## src/sv/reliable_datagram_frame_parser_core_defines.svh

```systemverilog
// Assertion macros for the frame parser RTL, included by rdfp_queue.
// Expects clk and rst_n in the scope of each use; no other dependencies.
`ifndef RELIABLE_DATAGRAM_FRAME_PARSER_CORE_DEFINES_SVH
`define RELIABLE_DATAGRAM_FRAME_PARSER_CORE_DEFINES_SVH

`ifndef SYNTHESIS
`define RDFP_ASSERT_SAME(label, ante, cons) \
    label: assert property (@(posedge clk) disable iff (!rst_n) (ante) |-> (cons)) \
        else $error("rdfp assertion failed");
`define RDFP_ASSERT_NEXT(label, ante, cons) \
    label: assert property (@(posedge clk) disable iff (!rst_n) (ante) |=> (cons)) \
        else $error("rdfp assertion failed");
`else
`define RDFP_ASSERT_SAME(label, ante, cons)
`define RDFP_ASSERT_NEXT(label, ante, cons)
`endif

`endif

```

## src/sv/rdfp_pkg.sv

```systemverilog
// Types, codes and constants of the frame parser.
// No dependencies; imported by the parser front end, result queue and top level.
package rdfp_pkg;

    localparam int QUEUE_DEPTH = 2;

    // Flags byte layout and length conversion
    localparam int REL_MSB     = 7;
    localparam int REL_LSB     = 5;
    localparam int FRAG_BIT    = 4;
    localparam int LEN_SHIFT   = 3;

    localparam int CFG_IDX_W   = 2;
    localparam int CFG_DATA_W  = 8;

    typedef enum logic [CFG_IDX_W-1:0] {
        CFG_RELIABLE   = 2'd0,
        CFG_SEQUENCED  = 2'd1,
        CFG_ORDERED    = 2'd2,
        CFG_ORDER_ONLY = 2'd3
    } cfg_idx_t;

    typedef enum logic [1:0] {
        KIND_HEADER  = 2'd0,
        KIND_PAYLOAD = 2'd1,
        KIND_LAST    = 2'd2
    } kind_t;

    typedef enum logic [9:0] {
        PH_FLAGS   = 10'b00_0000_0001,
        PH_LEN     = 10'b00_0000_0010,
        PH_REL     = 10'b00_0000_0100,
        PH_SEQ     = 10'b00_0000_1000,
        PH_ORD     = 10'b00_0001_0000,
        PH_CHAN    = 10'b00_0010_0000,
        PH_CSIZE   = 10'b00_0100_0000,
        PH_CID     = 10'b00_1000_0000,
        PH_FIDX    = 10'b01_0000_0000,
        PH_PAYLOAD = 10'b10_0000_0000
    } phase_t;

    typedef struct packed {
        logic [2:0]  reliability;
        logic        fragmented;
        logic [12:0] payload_length;
        logic [23:0] reliable_index;
        logic [23:0] sequenced_index;
        logic [23:0] ordered_index;
        logic [7:0]  order_lane;
        logic [31:0] bundle_size;
        logic [15:0] bundle_id;
        logic [31:0] fragment_index;
    } hdr_t;

    typedef struct packed {
        kind_t      kind;
        hdr_t       hdr;
        logic [7:0] payload_byte;
    } rec_t;

endpackage

```

## src/sv/rdfp_front.sv

```systemverilog
// Front end: per-byte phase machine, header field capture and class masks.
// Depends on rdfp_pkg; pushes finished result records into rdfp_queue.
module rdfp_front
    import rdfp_pkg::*;
(
    input  logic                  clk,
    input  logic                  rst_n,
    input  logic                  take,
    input  logic [7:0]            data_byte,
    input  logic                  restart,
    input  logic                  cfg_write,
    input  logic [CFG_IDX_W-1:0]  cfg_index,
    input  logic [CFG_DATA_W-1:0] cfg_data,
    output logic                  push,
    output rec_t                  rec
);

    phase_t      phase_reg, phase_next;
    logic [2:0]  fcnt_reg, fcnt_next;
    hdr_t        hdr_reg, hdr_next;
    logic [12:0] remain_reg, remain_next;
    logic [7:0]  rel_mask_reg, seq_mask_reg, ord_mask_reg;

    logic        start;
    logic        last_byte;
    phase_t      nxt;

    function automatic logic [2:0] field_len(input phase_t ph);
        case (ph)
            PH_LEN, PH_CID:                 field_len = 3'd2;
            PH_REL, PH_SEQ, PH_ORD:         field_len = 3'd3;
            PH_CSIZE, PH_FIDX:              field_len = 3'd4;
            default:                        field_len = 3'd1;
        endcase
    endfunction

    // PH_FLAGS as the answer means no header field is left
    function automatic phase_t next_field(input phase_t ph, input logic rel, input logic seq,
                                          input logic ord, input logic frag);
        phase_t tail;
        tail = frag ? PH_CSIZE : PH_FLAGS;
        case (ph)
            PH_LEN:   next_field = rel ? PH_REL : seq ? PH_SEQ : ord ? PH_ORD : tail;
            PH_REL:   next_field = seq ? PH_SEQ : ord ? PH_ORD : tail;
            PH_SEQ:   next_field = ord ? PH_ORD : tail;
            PH_ORD:   next_field = PH_CHAN;
            PH_CHAN:  next_field = tail;
            PH_CSIZE: next_field = frag ? PH_CID : PH_FLAGS;
            PH_CID:   next_field = frag ? PH_FIDX : PH_FLAGS;
            default:  next_field = PH_FLAGS;
        endcase
    endfunction

    always_ff @(posedge clk or negedge rst_n)
    begin
        if (!rst_n)
        begin
            rel_mask_reg <= 8'd220;
            seq_mask_reg <= 8'd18;
            ord_mask_reg <= 8'd154;
        end
        else if (cfg_write)
        begin
            case (cfg_index)
                CFG_RELIABLE:  rel_mask_reg <= cfg_data;
                CFG_SEQUENCED: seq_mask_reg <= cfg_data;
                CFG_ORDERED:   ord_mask_reg <= cfg_data;
                default:       ; // ordered-only set has no parse effect
            endcase
        end
    end

    assign start = restart ||
        !(phase_reg inside {PH_LEN, PH_REL, PH_SEQ, PH_ORD, PH_CHAN,
                            PH_CSIZE, PH_CID, PH_FIDX, PH_PAYLOAD});
    assign last_byte = (fcnt_reg + 3'd1) == field_len(phase_reg);
    assign nxt = next_field(phase_reg,
                            rel_mask_reg[hdr_reg.reliability],
                            seq_mask_reg[hdr_reg.reliability],
                            ord_mask_reg[hdr_reg.reliability],
                            hdr_reg.fragmented);

    always_comb
    begin
        phase_next       = phase_reg;
        fcnt_next        = fcnt_reg;
        hdr_next         = hdr_reg;
        remain_next      = remain_reg;
        push             = 1'b0;
        rec.kind         = KIND_HEADER;
        rec.hdr          = hdr_reg;
        rec.payload_byte = 8'd0;

        if (take)
        begin
            if (start)
            begin
                // Flags byte: drop anything held and start a new header
                hdr_next             = '0;
                hdr_next.reliability = data_byte[REL_MSB:REL_LSB];
                hdr_next.fragmented  = data_byte[FRAG_BIT];
                remain_next          = 13'd0;
                fcnt_next            = 3'd0;
                phase_next           = PH_LEN;
            end
            else if (phase_reg == PH_PAYLOAD)
            begin
                push             = 1'b1;
                rec.payload_byte = data_byte;
                if (remain_reg <= 13'd1)
                begin
                    rec.kind    = KIND_LAST;
                    remain_next = 13'd0;
                    phase_next  = PH_FLAGS;
                end
                else
                begin
                    rec.kind    = KIND_PAYLOAD;
                    remain_next = remain_reg - 13'd1;
                end
            end
            else
            begin
                case (phase_reg)
                    PH_LEN:
                    begin
                        // Bit length to bytes: high byte lands at bit 5
                        if (fcnt_reg == 3'd0)
                            hdr_next.payload_length = {data_byte, 5'd0};
                        else
                            hdr_next.payload_length = hdr_reg.payload_length |
                                13'(data_byte >> LEN_SHIFT);
                    end
                    PH_REL:
                        hdr_next.reliable_index = {hdr_reg.reliable_index[15:0], data_byte};
                    PH_SEQ:
                        hdr_next.sequenced_index = {hdr_reg.sequenced_index[15:0], data_byte};
                    PH_ORD:
                        hdr_next.ordered_index = {hdr_reg.ordered_index[15:0], data_byte};
                    PH_CHAN:
                        hdr_next.order_lane = data_byte;
                    PH_CSIZE:
                        hdr_next.bundle_size = {hdr_reg.bundle_size[23:0], data_byte};
                    PH_CID:
                        hdr_next.bundle_id = {hdr_reg.bundle_id[7:0], data_byte};
                    default:
                        hdr_next.fragment_index = {hdr_reg.fragment_index[23:0], data_byte};
                endcase

                if (!last_byte)
                    fcnt_next = fcnt_reg + 3'd1;
                else
                begin
                    fcnt_next = 3'd0;
                    if (nxt != PH_FLAGS)
                        phase_next = nxt;
                    else
                    begin
                        // Header complete: emit the record, then stream the payload if its length is not zero
                        push        = 1'b1;
                        rec.hdr     = hdr_next;
                        remain_next = hdr_next.payload_length;
                        phase_next  = (hdr_next.payload_length != 13'd0) ? PH_PAYLOAD
                                                                         : PH_FLAGS;
                    end
                end
            end
        end
    end

    always_ff @(posedge clk or negedge rst_n)
    begin
        if (!rst_n)
        begin
            phase_reg  <= PH_FLAGS;
            fcnt_reg   <= 3'd0;
            hdr_reg    <= '0;
            remain_reg <= 13'd0;
        end
        else
        begin
            phase_reg  <= phase_next;
            fcnt_reg   <= fcnt_next;
            hdr_reg    <= hdr_next;
            remain_reg <= remain_next;
        end
    end

endmodule

```

## src/sv/rdfp_queue.sv

```systemverilog
// Back end: short queue of result records that drives the output channel.
// Depends on rdfp_pkg and the assertion macros header.
`include "reliable_datagram_frame_parser_core_defines.svh"
module rdfp_queue
    import rdfp_pkg::*;
#(
    parameter int DEPTH = QUEUE_DEPTH
)
(
    input  logic clk,
    input  logic rst_n,
    input  logic push,
    input  rec_t wr_rec,
    output logic not_full,
    output logic head_valid,
    input  logic head_ready,
    output rec_t head
);

    localparam int AW = (DEPTH > 1) ? $clog2(DEPTH) : 1;
    localparam int CW = $clog2(DEPTH + 1);

    rec_t          slot_reg [DEPTH];
    logic [AW-1:0] wr_ptr_reg, wr_ptr_next;
    logic [AW-1:0] rd_ptr_reg, rd_ptr_next;
    logic [CW-1:0] count_reg, count_next;
    logic          pop;

    assign not_full   = count_reg != CW'(DEPTH);
    assign head_valid = count_reg != '0;
    assign head       = slot_reg[rd_ptr_reg];
    assign pop        = head_valid && head_ready;

    always_comb
    begin
        wr_ptr_next = wr_ptr_reg;
        rd_ptr_next = rd_ptr_reg;
        count_next  = count_reg;
        if (push)
            wr_ptr_next = (wr_ptr_reg == AW'(DEPTH - 1)) ? '0 : wr_ptr_reg + 1'b1;
        if (pop)
            rd_ptr_next = (rd_ptr_reg == AW'(DEPTH - 1)) ? '0 : rd_ptr_reg + 1'b1;
        if (push && !pop)
            count_next = count_reg + 1'b1;
        else if (pop && !push)
            count_next = count_reg - 1'b1;
    end

    always_ff @(posedge clk)
    begin
        if (push)
            slot_reg[wr_ptr_reg] <= wr_rec;
    end

    always_ff @(posedge clk or negedge rst_n)
    begin
        if (!rst_n)
        begin
            wr_ptr_reg <= '0;
            rd_ptr_reg <= '0;
            count_reg  <= '0;
        end
        else
        begin
            wr_ptr_reg <= wr_ptr_next;
            rd_ptr_reg <= rd_ptr_next;
            count_reg  <= count_next;
        end
    end

    `RDFP_ASSERT_SAME(a_count_bound, 1'b1, count_reg <= CW'(DEPTH))
    `RDFP_ASSERT_SAME(a_no_push_full, push, count_reg != CW'(DEPTH))
    `RDFP_ASSERT_NEXT(a_push_grows, push && !pop, count_reg == $past(count_reg) + 1'b1)
    `RDFP_ASSERT_NEXT(a_pop_shrinks, pop && !push, count_reg == $past(count_reg) - 1'b1)

endmodule

```

## src/sv/reliable_datagram_frame_parser_core.sv

```systemverilog
// out_valid rises right after the edge that accepts a byte that finishes a result record.
// Throughput: one byte per cycle; in_ready drops only while the queue holds
// QDEPTH results that the output side has not taken.
// Reset (rst_n, asynchronous): masks to 220/18/154, parser expects a flags
// byte, queue empty. No clearing pass.
module reliable_datagram_frame_parser_core
    import rdfp_pkg::*;
#(
    parameter int QDEPTH = QUEUE_DEPTH
)
(
    input  logic                  clk,
    input  logic                  rst_n,
    input  logic                  in_valid,
    output logic                  in_ready,
    input  logic [7:0]            data_byte,
    input  logic                  restart,
    output logic                  out_valid,
    input  logic                  out_ready,
    output logic [1:0]            kind,
    output logic [2:0]            reliability,
    output logic                  fragmented,
    output logic [12:0]           payload_length,
    output logic [23:0]           reliable_index,
    output logic [23:0]           sequenced_index,
    output logic [23:0]           ordered_index,
    output logic [7:0]            order_lane,
    output logic [31:0]           bundle_size,
    output logic [15:0]           bundle_id,
    output logic [31:0]           fragment_index,
    output logic [7:0]            payload_byte,
    input  logic                  cfg_write,
    input  logic [CFG_IDX_W-1:0]  cfg_index,
    input  logic [CFG_DATA_W-1:0] cfg_data
);

    logic take;
    logic push;
    rec_t wr_rec;
    rec_t head;

    assign take = in_valid && in_ready;

    rdfp_front u_front (
        .clk       (clk),
        .rst_n     (rst_n),
        .take      (take),
        .data_byte (data_byte),
        .restart   (restart),
        .cfg_write (cfg_write),
        .cfg_index (cfg_index),
        .cfg_data  (cfg_data),
        .push      (push),
        .rec       (wr_rec)
    );

    rdfp_queue #(
        .DEPTH (QDEPTH)
    ) u_queue (
        .clk        (clk),
        .rst_n      (rst_n),
        .push       (push),
        .wr_rec     (wr_rec),
        .not_full   (in_ready),
        .head_valid (out_valid),
        .head_ready (out_ready),
        .head       (head)
    );

    assign kind            = head.kind;
    assign reliability     = head.hdr.reliability;
    assign fragmented      = head.hdr.fragmented;
    assign payload_length  = head.hdr.payload_length;
    assign reliable_index  = head.hdr.reliable_index;
    assign sequenced_index = head.hdr.sequenced_index;
    assign ordered_index   = head.hdr.ordered_index;
    assign order_lane      = head.hdr.order_lane;
    assign bundle_size     = head.hdr.bundle_size;
    assign bundle_id       = head.hdr.bundle_id;
    assign fragment_index  = head.hdr.fragment_index;
    assign payload_byte    = head.payload_byte;

endmodule
```

## config.mk

```make
export PLATFORM = sky130hd
export DESIGN_NAME = reliable_datagram_frame_parser_core
export DESIGN_NICKNAME = d
export VERILOG_FILES = /design/src/sv/rdfp_pkg.sv /design/src/sv/rdfp_front.sv /design/src/sv/rdfp_queue.sv /design/src/sv/reliable_datagram_frame_parser_core.sv
export VERILOG_INCLUDE_DIRS = /design/src /design/src/sv
export SDC_FILE = /design/constraint.sdc
export NUM_CORES = 1
export LEC_CHECK = 0
export ABC_AREA = 1
export CAP_MARGIN = 0
export CELL_PAD_IN_SITES_DETAIL_PLACEMENT = 0
export CELL_PAD_IN_SITES_GLOBAL_PLACEMENT = 1
export CORE_MARGIN = 3
export CORE_UTILIZATION = 53
export DETAILED_ROUTE_END_ITERATION = 16
export DONT_BUFFER_PORTS = 1
export GPL_TIMING_DRIVEN = 0
export PLACE_DENSITY = 0.94
export SKIP_CTS_REPAIR_TIMING = 1
export SYNTH_ARGS = -nofsm -noshare
export SYNTH_HDL_FRONTEND = slang
export SYNTH_SLANG_ARGS = --single-unit
```

## constraint.sdc

```tcl
create_clock -name clk -period 19.75 [get_ports clk]
set_input_delay 0.9875 -clock clk [delete_from_list [all_inputs] [get_ports clk]]
set_output_delay 0.9875 -clock clk [all_outputs]
set_load 0.01 [all_outputs]
```

==> metrics.txt <==
global-route wire length before repair=111200 µm; vias=slightly above 20000; most frequent cells in the layout=nand2_1, edfxtp_1, inv_1; status=complete, no violations; placed insts=approximately 3500; Avg WL per Cell=19.87 µm; M1 GR Usage=between 30% and 40%; antenna-violating nets left=0; register area=approximately 17000 µm²; GRT Max-Usage Layer=met2; number of synthesized flops with an enable pin=374; WL final=between 70000 and 80000 µm; syn nets=2892; compound-cell area share of the yosys netlist=about 11%; simple-gate share of the synthesized area=around 18%; xor/xnor share of the synthesized area=0.4555%; Residual DRC=0; gr usage total=between 20% and 30%; kind of critical path=reg -> out; setup ws final=about 15000 ps; Most used DFF post-synth=edfxtp_1; CTS Buf Count=a little under 60; Least-Margin Pin Slew=roughly 1200 ps; synthesized instance count=about 2900; most common cell after layout, fill and taps aside=nand2_1; CP Capture Type=output port; TNS Setup=0 ps; met2 global-route usage=43.91%; Skew-Pair Late Insertion Delay=about 630 ps; drt pass-1 iters=5; worst vdd ir=73.63 µV; port bufs=0; Vias per Instance=around 5.6; CTS tree=done; htree depth=2; vias in the first global route=19412; row cnt=just over 80; Nets=just under 3000; area delta synth->final=10.96%; share of layout cells above drive strength 1=between 6 and 7%; post-synth cell types=34; initial antenna violation count=3; RSZ-0062 raised after global routing=no; FMAX=around 0.22 GHz; area of the multi-input gates=8142 µm²; Non-Filler Instances=approximately 3600; Max Slew Vio Count=0; Initial Util=54.32%; post-synthesis cell area=26920 µm²; Largest register FFs=between 300 and 400; Placement Cell Area=roughly 28000 µm²; hpwl dp=49400 µm; FILL cells=4067; Async SR Flop Fraction=38.18%; Final Setup Violations=0; Die Span Y=roughly 230 µm; crit start category=flop; Root Driver=clkbuf_16; die area=around 54000 µm²; Detailed Route Iter0 Violations=a little over 2000; IO Pins=about 210; core area=49560 µm²; Seq cells post-synth=605; final hold vios=0; min Tclk post-route=4460 ps; CP Max Fanout=10; Synthesis Warnings=0; Critical Path AT=3470 ps; Post-Place Setup Slack=around 16000 ps; Final period util=22.58%; dominant combinational cell family by area after synthesis=simple AND/OR/NAND/NOR gates; Diodes inserted=0; Clock Skew=around 31 ps; required time of the critical path=around 19000 ps; Max Root-Sink Buffers=3; largest net degree at the start of global routing=roughly 230; Lkg Pwr=approximately 13 nW; die width=around 230 µm; total power=between 4 and 5 mW; Clock Sinks=about 600; final instance area=29870 µm²; routability cong.=approximately 0.92; Finished Core Util=between 60% and 70%; post-synthesis mux area share=0%; final hold slack=57.79 ps; Worst-path clk slew=60 ps; power per standard cell area=144.7 nW/µm²; sequential-to-total area share from yosys stat=between 60% and 70%; max-cap violations=0; Slew headroom=between 10% and 20%; met3 usage=5.076%; grt total ovfl=0; Mapped Avg Cell Area=between 9 and 10 µm²; Worst Hold Class=in -> async; post-synthesis adder-cell area fraction=less than 1%
-- logic make-up (layout without fill, tap and decap cells) --
group / Yosys count / count (layout)
fa+ha+maj: 5 / 5
simple gates: 1235 / 1235
xor+xnor: 14 / 14
compound gates: 565 / 565
buf+inv: 439 / 558
flops: 605 / 605
-- power by group --
| part | total, mW | internal (mW) | switching [mW] |
|---|---|---|---|
| clock | 1.13 | 0.652 | 0.482 |
| sequential | 1.57 | 1.50 | 0.0691 |
| combinational | 1.62 | 0.400 | 1.22 |
-- layout make-up --
class | count | area share [%]
Multi-Input combinational cell | 1819 | 27.25
Clock buffer | 77 | 5.386
Timing Repair Buffer | 7 | 0.5194
Tap cell | 664 | 2.781
Inverter | 260 | 3.292
Sequential cell | 605 | 57.00
Buffer | 179 | 2.630
Clock inverter | 35 | 1.139
-- path summary, 6_finish.rpt --
kind	to	slack (ps)	start	cells past startpoint
hold / removal	u_front.hdr_reg[153]	60	rst_n	0
hold reg to reg	u_queue.count_reg[0]	470	u_queue.count_reg[0]	1
max in group asynchronous	u_front.rel_mask_reg[0]	18890	rst_n	0
setup / recovery	ordered_index[23]	15290	u_queue.rd_ptr_reg	6
min in group clk	u_queue.count_reg[0]	470	u_queue.count_reg[0]	1
setup reg to reg	u_queue.slot_reg[0][76]	15820	u_front.phase_reg[8]	15
-- metal layers --
metal,vias up,routed length (µm)
li1,9636,-
met3,132,5928
met4,6,2316
met5,-,47
met1,9907,29080
met2,855,35090
-- Yosys cell counts (9+ instances only) --
library cell,instances,share of area (%)
nand2_1,1024,14
edfxtp_1,374,42
inv_1,252,3.5
dfrtp_1,219,20
o21ai_0,207,3.8
o22ai_1,158,3.7
o21ai_1,136,2.5
clkbuf_1,129,1.8
nor2_1,123,1.7
a21oi_1,53,0.99
nand3_1,32,0.59
buf_2,31,0.58
nand4_1,20,0.46
dfstp_2,12,1.2
nand2_2,10,0.23
o21bai_1,9,0.25
-- worst max-delay path: stages (launching register included) --
cell,delay [ps]
dfrtp_1,350
clkbuf_1,260
inv_2,270
clkbuf_1,920
clkbuf_1,710
nand2_1,100
nand2_1,210
(Power assumes the default switching activity.)
